**config.mk**
```make
export PLATFORM = sky130hd
export DESIGN_NAME = bag_with_min_max_top
export DESIGN_NICKNAME = d
export VERILOG_FILES = /design/src/rtl/bwmm_pkg.sv /design/src/rtl/bwmm_cell.sv /design/src/rtl/bag_with_min_max_top.sv
export SDC_FILE = /design/constraint.sdc
export NUM_CORES = 2
export LEC_CHECK = 0
export ABC_AREA = 1
export BUFFER_PORTS_ARGS = -buffer_cell sky130_fd_sc_hd__buf_2
export CELL_PAD_IN_SITES_DETAIL_PLACEMENT = 0
export CELL_PAD_IN_SITES_GLOBAL_PLACEMENT = 1
export CORE_UTILIZATION = 49
export CTS_BUF_LIST = sky130_fd_sc_hd__clkbuf_4
export CTS_CLUSTER_DIAMETER = 120
export CTS_CLUSTER_SIZE = 25
export DETAILED_ROUTE_END_ITERATION = 7
export PLACE_DENSITY_LB_ADDON = 0.1
export SLEW_MARGIN = 20
export SYNTH_ARGS = -nofsm -noshare
export SYNTH_HDL_FRONTEND = slang
export SYNTH_SLANG_ARGS = --single-unit
```
**constraint.sdc**
```tcl
create_clock -name clk -period 6.4 [get_ports clk]
set_input_delay 1.28 -clock clk [delete_from_list [all_inputs] [get_ports clk]]
set_output_delay 1.28 -clock clk [all_outputs]
set_load 0.03 [all_outputs]
```
**src/rtl/bwmm_pkg.sv**
```systemverilog
// Shared constants, codes and the cell-to-cell link type for the bag with min/max.
package bwmm_pkg;

    localparam int DATA_W    = 32;
    localparam int DEPTH_DEF = 16;
    localparam int CMD_W     = 2;
    localparam int STAT_W    = 2;
    localparam int COUNT_W   = 5;

    // Command codes carried on the input tuser.
    localparam logic [CMD_W-1:0] CMD_INSERT = 2'd0;
    localparam logic [CMD_W-1:0] CMD_REMOVE = 2'd1;
    localparam logic [CMD_W-1:0] CMD_CLEAR  = 2'd2;

    // Status codes reported with every result.
    localparam logic [STAT_W-1:0] ST_DONE    = 2'd0;
    localparam logic [STAT_W-1:0] ST_NOMATCH = 2'd1;
    localparam logic [STAT_W-1:0] ST_FULL    = 2'd2;

    // Data handed from one cell to the next as the scan wave moves along.
    typedef struct packed {
        logic                     tok;
        logic                     found;
        logic                     has;
        logic signed [DATA_W-1:0] lo;
        logic signed [DATA_W-1:0] hi;
    } bwmm_link_t;

endpackage

```
**src/rtl/bwmm_cell.sv**
```systemverilog
// One storage cell of the chain: holds an entry and takes part in the scan wave.
module bwmm_cell
    import bwmm_pkg::*;
#(
    parameter int DEPTH = DEPTH_DEF,
    parameter int IDX   = 0,
    localparam int UW   = $clog2(DEPTH + 1)
)
(
    input  logic                     clk,
    input  logic                     rst_n,
    input  bwmm_link_t               link_in,
    output bwmm_link_t               link_out,
    input  logic [UW-1:0]            used,
    input  logic                     ins_en,
    input  logic                     rmv,
    input  logic signed [DATA_W-1:0] value,
    input  logic signed [DATA_W-1:0] next_entry,
    output logic signed [DATA_W-1:0] entry
);

    logic signed [DATA_W-1:0] entry_reg;
    logic signed [DATA_W-1:0] entry_next;
    logic                     tok_reg;
    bwmm_link_t               data_reg;
    bwmm_link_t               link_next;
    logic                     occ_before;
    logic                     occ_after;
    logic                     match;
    logic                     found_now;
    logic signed [DATA_W-1:0] kept;

    // Occupancy before and after this command, and the first-match test.
    assign occ_before = UW'(IDX) < used;
    assign match      = rmv && occ_before && (entry_reg == value);
    assign found_now  = link_in.found || match;
    assign occ_after  = found_now ? (UW'(IDX + 1) < used) : occ_before;
    assign kept       = found_now ? next_entry : entry_reg;

    // Entry update: append on insert, shift down from the removed entry onward.
    always_comb
    begin
        entry_next = entry_reg;
        if (ins_en && (used == UW'(IDX)))
        begin
            entry_next = value;
        end
        else if (link_in.tok && found_now)
        begin
            entry_next = next_entry;
        end
    end

    // Running minimum and maximum handed on to the next cell.
    always_comb
    begin
        link_next       = link_in;
        link_next.found = found_now;
        if (occ_after)
        begin
            link_next.has = 1'b1;
            link_next.lo  = (!link_in.has || (kept < link_in.lo)) ? kept : link_in.lo;
            link_next.hi  = (!link_in.has || (kept > link_in.hi)) ? kept : link_in.hi;
        end
    end

    // Wave token, cleared by reset.
    always_ff @(posedge clk or negedge rst_n)
    begin
        if (!rst_n)
        begin
            tok_reg <= 1'b0;
        end
        else
        begin
            tok_reg <= link_next.tok;
        end
    end

    // Stored entry and link payload.
    always_ff @(posedge clk)
    begin
        entry_reg <= entry_next;
        data_reg  <= link_next;
    end

    always_comb
    begin
        link_out     = data_reg;
        link_out.tok = tok_reg;
    end

    assign entry = entry_reg;

endmodule

```
**src/rtl/bag_with_min_max_top.sv**
```systemverilog
// Top level of the bag with min/max: command handling, result register and the cell chain.
//
//   Channel   Direction  Signals                     Contents
//   s_*       in         s_tvalid s_tready s_tdata   tdata: value; tuser: cmd
//                        s_tuser
//   m_*       out        m_tvalid m_tready m_tdata   tdata: status, count, empty_res,
//                                                    min_value, max_value
//
// Each command passes three steps: accepting the beat (an insert writes its
// entry here), S_WAVE while the scan wave is launched and passes through the chain
// of cells, where removal shifts and the minimum and maximum are gathered, and S_DONE
// to load the output register. Reset clears the entry count; entries are not cleared.
// A result that is not taken holds the block in S_DONE until m_tready.
module bag_with_min_max_top
    import bwmm_pkg::*;
#(
    parameter int DEPTH = DEPTH_DEF
)
(
    input  logic        clk,
    input  logic        rst_n,
    input  logic        s_tvalid,
    output logic        s_tready,
    input  logic [31:0] s_tdata,   // [31:0] value
    input  logic [1:0]  s_tuser,   // [1:0] cmd
    output logic        m_tvalid,
    input  logic        m_tready,
    output logic [71:0] m_tdata    // [1:0] status, [6:2] count, [7] empty_res,
                                   // [39:8] min_value, [71:40] max_value
);

    localparam int UW = $clog2(DEPTH + 1);

    typedef enum logic [1:0] {
        S_IDLE,
        S_WAVE,
        S_DONE
    } state_t;

    state_t                   state_reg;
    state_t                   state_next;
    logic [UW-1:0]            used_reg;
    logic [UW-1:0]            used_next;
    logic [CMD_W-1:0]         cmd_reg;
    logic [CMD_W-1:0]         cmd_next;
    logic signed [DATA_W-1:0] value_reg;
    logic signed [DATA_W-1:0] value_next;
    logic [STAT_W-1:0]        status_reg;
    logic [STAT_W-1:0]        status_next;
    logic signed [DATA_W-1:0] res_lo_reg;
    logic signed [DATA_W-1:0] res_lo_next;
    logic signed [DATA_W-1:0] res_hi_reg;
    logic signed [DATA_W-1:0] res_hi_next;
    logic                     start_tok_reg;
    logic                     start_tok_next;
    logic                     m_tvalid_reg;
    logic                     m_tvalid_next;
    logic [71:0]              m_tdata_reg;
    logic [71:0]              m_tdata_next;

    logic                     accept;
    logic                     full;
    logic                     ins_en;
    logic                     rmv;
    logic                     out_free;
    logic signed [DATA_W-1:0] cell_value;
    bwmm_link_t               links [DEPTH+1];
    logic signed [DATA_W-1:0] entries [DEPTH];
    bwmm_link_t               tail;

    assign s_tready = (state_reg == S_IDLE);
    assign accept   = s_tvalid && s_tready;
    assign full     = (used_reg == UW'(DEPTH));
    assign ins_en   = accept && (s_tuser == CMD_INSERT) && !full;
    assign rmv      = (cmd_reg == CMD_REMOVE);
    assign out_free = !m_tvalid_reg || m_tready;
    assign tail     = links[DEPTH];

    // An insert writes the incoming value; the scan wave compares the held one.
    assign cell_value = ins_en ? $signed(s_tdata) : value_reg;

    // Head of the chain: the wave starts with no match and no extremes seen.
    always_comb
    begin
        links[0]       = '0;
        links[0].tok   = start_tok_reg;
    end

    // Chain of cells; during a removal, each cell from the match upward shifts in its upper neighbor's entry.
    for (genvar i = 0; i < DEPTH; i++)
    begin : g_cell
        logic signed [DATA_W-1:0] upper;

        if (i == DEPTH - 1)
        begin : g_last
            assign upper = entries[i];
        end
        else
        begin : g_mid
            assign upper = entries[i + 1];
        end

        bwmm_cell #(
            .DEPTH (DEPTH),
            .IDX   (i)
        ) u_cell (
            .clk        (clk),
            .rst_n      (rst_n),
            .link_in    (links[i]),
            .link_out   (links[i + 1]),
            .used       (used_reg),
            .ins_en     (ins_en),
            .rmv        (rmv),
            .value      (cell_value),
            .next_entry (upper),
            .entry      (entries[i])
        );
    end

    // Command sequencing and result formation.
    always_comb
    begin
        state_next     = state_reg;
        used_next      = used_reg;
        cmd_next       = cmd_reg;
        value_next     = value_reg;
        status_next    = status_reg;
        res_lo_next    = res_lo_reg;
        res_hi_next    = res_hi_reg;
        start_tok_next = 1'b0;
        m_tvalid_next  = m_tvalid_reg && !m_tready;
        m_tdata_next   = m_tdata_reg;

        case (state_reg)
            S_IDLE:
            begin
                if (accept)
                begin
                    cmd_next       = s_tuser;
                    value_next     = s_tdata;
                    status_next    = ST_DONE;
                    start_tok_next = 1'b1;
                    state_next     = S_WAVE;
                    if (s_tuser == CMD_INSERT)
                    begin
                        if (full)
                        begin
                            status_next = ST_FULL;
                        end
                        else
                        begin
                            used_next = used_reg + UW'(1);
                        end
                    end
                    else if (s_tuser == CMD_CLEAR)
                    begin
                        used_next = '0;
                    end
                end
            end
            S_WAVE:
            begin
                if (tail.tok)
                begin
                    if (rmv)
                    begin
                        if (tail.found)
                        begin
                            used_next = used_reg - UW'(1);
                        end
                        else
                        begin
                            status_next = ST_NOMATCH;
                        end
                    end
                    res_lo_next = tail.has ? tail.lo : '0;
                    res_hi_next = tail.has ? tail.hi : '0;
                    state_next  = S_DONE;
                end
            end
            S_DONE:
            begin
                if (out_free)
                begin
                    m_tvalid_next = 1'b1;
                    m_tdata_next  = {res_hi_reg, res_lo_reg, (used_reg == '0),
                                     COUNT_W'(used_reg), status_reg};
                    state_next    = S_IDLE;
                end
            end
            default:
            begin
                state_next = S_IDLE;
            end
        endcase
    end

    // State, count and output register.
    always_ff @(posedge clk or negedge rst_n)
    begin
        if (!rst_n)
        begin
            state_reg     <= S_IDLE;
            used_reg      <= '0;
            start_tok_reg <= 1'b0;
            m_tvalid_reg  <= 1'b0;
            m_tdata_reg   <= '0;
        end
        else
        begin
            state_reg     <= state_next;
            used_reg      <= used_next;
            start_tok_reg <= start_tok_next;
            m_tvalid_reg  <= m_tvalid_next;
            m_tdata_reg   <= m_tdata_next;
        end
    end

    // Command payload and pending result.
    always_ff @(posedge clk)
    begin
        cmd_reg    <= cmd_next;
        value_reg  <= value_next;
        status_reg <= status_next;
        res_lo_reg <= res_lo_next;
        res_hi_reg <= res_hi_next;
    end

    assign m_tvalid = m_tvalid_reg;
    assign m_tdata  = m_tdata_reg;

endmodule
```
==> qor.yml <==
hold_class: "in2reg"
syn_nets: 14200
vdd_ir_drop_max_v: 0.000306
clock_skew_ps: 152
cp-end-kind: "flop"
drt.antenna.violating_nets: 0
num-nets-final: 15000
port_buffers: 111
drtIter0Drc: 11600
placed_cells: 16600
critical_path_class: "reg2reg"
rsz0062_at_grt: "yes"
firstDrtPassIters: 8
cp.required_ps: 7630
die_x_um: 451
dieArea_mm2: 0.204
violations: "DRC"
relSlewSlack_pct: 31.0
avgRoutedWirePerCell_um: 25.3
startpoint_type: "flop"
hold_viol: 0
worst_pin_slew_ps: 1030
crit_path_top_delay_cell: "dfrtp_1"
syn_inst: 13200
rows: 164
cts_root_buf: "clkbuf_4"
drive_gt1_share_pct: 12.0
drc_errors: 12
post-route-period-util_pct: 98.0
antenna_found_initial: 24
vias: 95700
largest_reg_flops: 1024
start_util_pct: 49.4
drt_wl_total_mm: 425
worstReg2RegStart: "used_reg[0]"
area_delta_synth_final_pct: 13.4
setup_viol: 0
core_mm2: 0.200
ff2ff_path_depth: 36
dp_hpwl_mm: 338
min_path_cells: 1
synth_edf_count: 612
cpPeakStageDelay_ps: 430
critPathArrivalTime_ps: 7500
ios: 112
synth_flop_cell: "dfxtp_1"
grt_pass1_wl_mm: 605
grt_start_max_net_pins: 79
clock_latency_ps: 1400
leakagePower_uw: 0.0555
timing.rr.end: "g_cell[10].u_cell.link_out[19]"
grt_use_total_pct: 40.6
utilization_pct: 56.1
yosys.cell_types.count: 65
slew_viol_final: 0
cp-startpoint: "used_reg[0]"
crit_path_frequent_cell: "nand2_1"
clk_pin_slew_ps: 280
netlist_area_mm2: 0.0989
synth.avg_cell_area_um2: 7.49
hp-start: "s_tdata[9]"
cts.path.max_buffers: 3
cts_tree: "done"
yosysSeqAreaShare_pct: 41.8
critical_path.max_fanout: 46
pwr_density_cell_mw_per_mm2: 419
ys_seq_elements: 1733
min_to: "value_reg[9]"
cap_violations: 0
cts.sinks: 1733
outcome: "finished, violations left"
htree_levels: 3
grt.overflow.total: 0
period_minus_slack_ps: 6270
cts_made_buffers: 79
gp_congestion: 1.08
yosys_warnings: 0
grt_pass1_vias: 89700
finalNonFillerCells: 16800
vias_per_cell: 5.69
async_flop_share_pct: 5.60
ff2ff_setup_slack_ps: 130
max_freq_ghz: 0.159
dieHeight_um: 451
==> worst max path at each step <==
stage / to / slack (ps) / cells after the start
after global placement: g_cell[9].u_cell.link_out[0] / -720 / 31
after global routing: g_cell[13].u_cell.link_out[29] / -10 / 39
after floorplan: g_cell[1].u_cell.link_out[14] / -20 / 34
after detailed placement: g_cell[9].u_cell.link_out[3] / -690 / 30
final: g_cell[10].u_cell.link_out[19] / 130 / 36
after CTS: g_cell[6].u_cell.link_out[4] / 90 / 36
==> where the power goes <==
part	internal, µW	leakage, µW	switching (µW)
combinational	8420	0.0395	16500
clock	975	0.000629	3610
sequential	15200	0.0154	2330
==> per-stage QoR <==
step / setup slack, ps / power (µW) / setup TNS [ps] / hold slack (ps) / instance area [µm²]
after CTS: 87.9 / 46400 / 0 / 57.1 / 112000
after global routing: -14.9 / 50000 / -33.7 / 146 / 112000
after global placement: -719 / 41400 / -192610 / 349 / 111000
after floorplan: -22.6 / 31100 / -435 / 331 / 99000
after detailed placement: -695 / 41900 / -206420 / 345 / 111000
final: 128 / 47000 / 0 / 123 / 112000
==> logic make-up after synthesis <==
kind of cell	Yosys count	synth area share, %
compound gates	2259	12.2
xor+xnor	79	0.700
fa+ha+maj	919	11.6
buf+inv	2358	9.45
flops	1733	41.8
mux	2	0.0228
simple gates	5848	24.2
==> worst max-delay path, delay by kind of cell, from the launching register on <==
family,cells,cell delay (ps)
and+or+nand+nor,18,2360
DFF,1,430
xor gates and xnor gates,1,140
buffers and inverters,10,1670
AOI/OAI and AO/OA,5,990
adders and majority gates,2,530
==> synth_stat cells, types with 147 or more instances <==
cell type  instances  share of area (%)
a21oi_1          431                2.2
buf_2            152               0.77
clkbuf_1         359                1.4
dfxtp_1         1024                 21
edfxtp_1         612                 19
ha_1             919                 12
inv_1           1748                6.6
nand2_1         4336                 16
nand3_1          780                3.9
nand4_1          147               0.93
nor2_1           391                1.5
o21ai_0         1411                7.1
o21ai_1          163               0.82
==> final cells by class <==
cell class / count / area, µm²
sequential: 1733 / 41300
clock inverter: 9 / 119
tap: 2656 / 3320
fill: 19100 / 87900
inverter: 1761 / 6610
clock buffer: 127 / 953
antenna: 16 / 40.0
multi-input combinational: 9107 / 48600
timing repair buffer: 1392 / 11300
==> cells in the final DEF (no fill, tap or decap), drive strengths merged, types with 17 or more instances in the layout <==
cell | synthesis | final
nand3 | 801 | 801
nor2 | 396 | 396
nand4 | 147 | 147
o221ai | 28 | 28
o21ai | 1582 | 1582
edfxtp | 612 | 612
xnor2 | 23 | 23
nor4 | 45 | 45
ha | 919 | 919
nand3b | 17 | 17
nand2 | 4372 | 4372
dfrtp | 97 | 97
clkbuf | 359 | 130
dfxtp | 1024 | 1024
xor2 | 56 | 56
a211oi | 67 | 67
inv | 1757 | 1758
o21a | 24 | 24
buf | 238 | 1388
a21oi | 434 | 434
nor3 | 43 | 43
==> metal layers <==
layer | GRT usage (%) | part of all wire, % | up-vias
li1 | - | - | 44600
met1 | 51.1 | 39 | 44600
met2 | 64.2 | 44 | 5174
met3 | 7.24 | 9.5 | 1305
met4 | 26.2 | 7.7 | 20
met5 | 0 | 0.029 | -
==> repair_timing <==
item,4_1_cts,5_1_grt
setup endpoints to repair,0,178
hold buffers,1,0
resized for setup,0,35
buffers inserted,0,4
hold endpoints to repair,46,0
(Power assumes the default switching activity.)
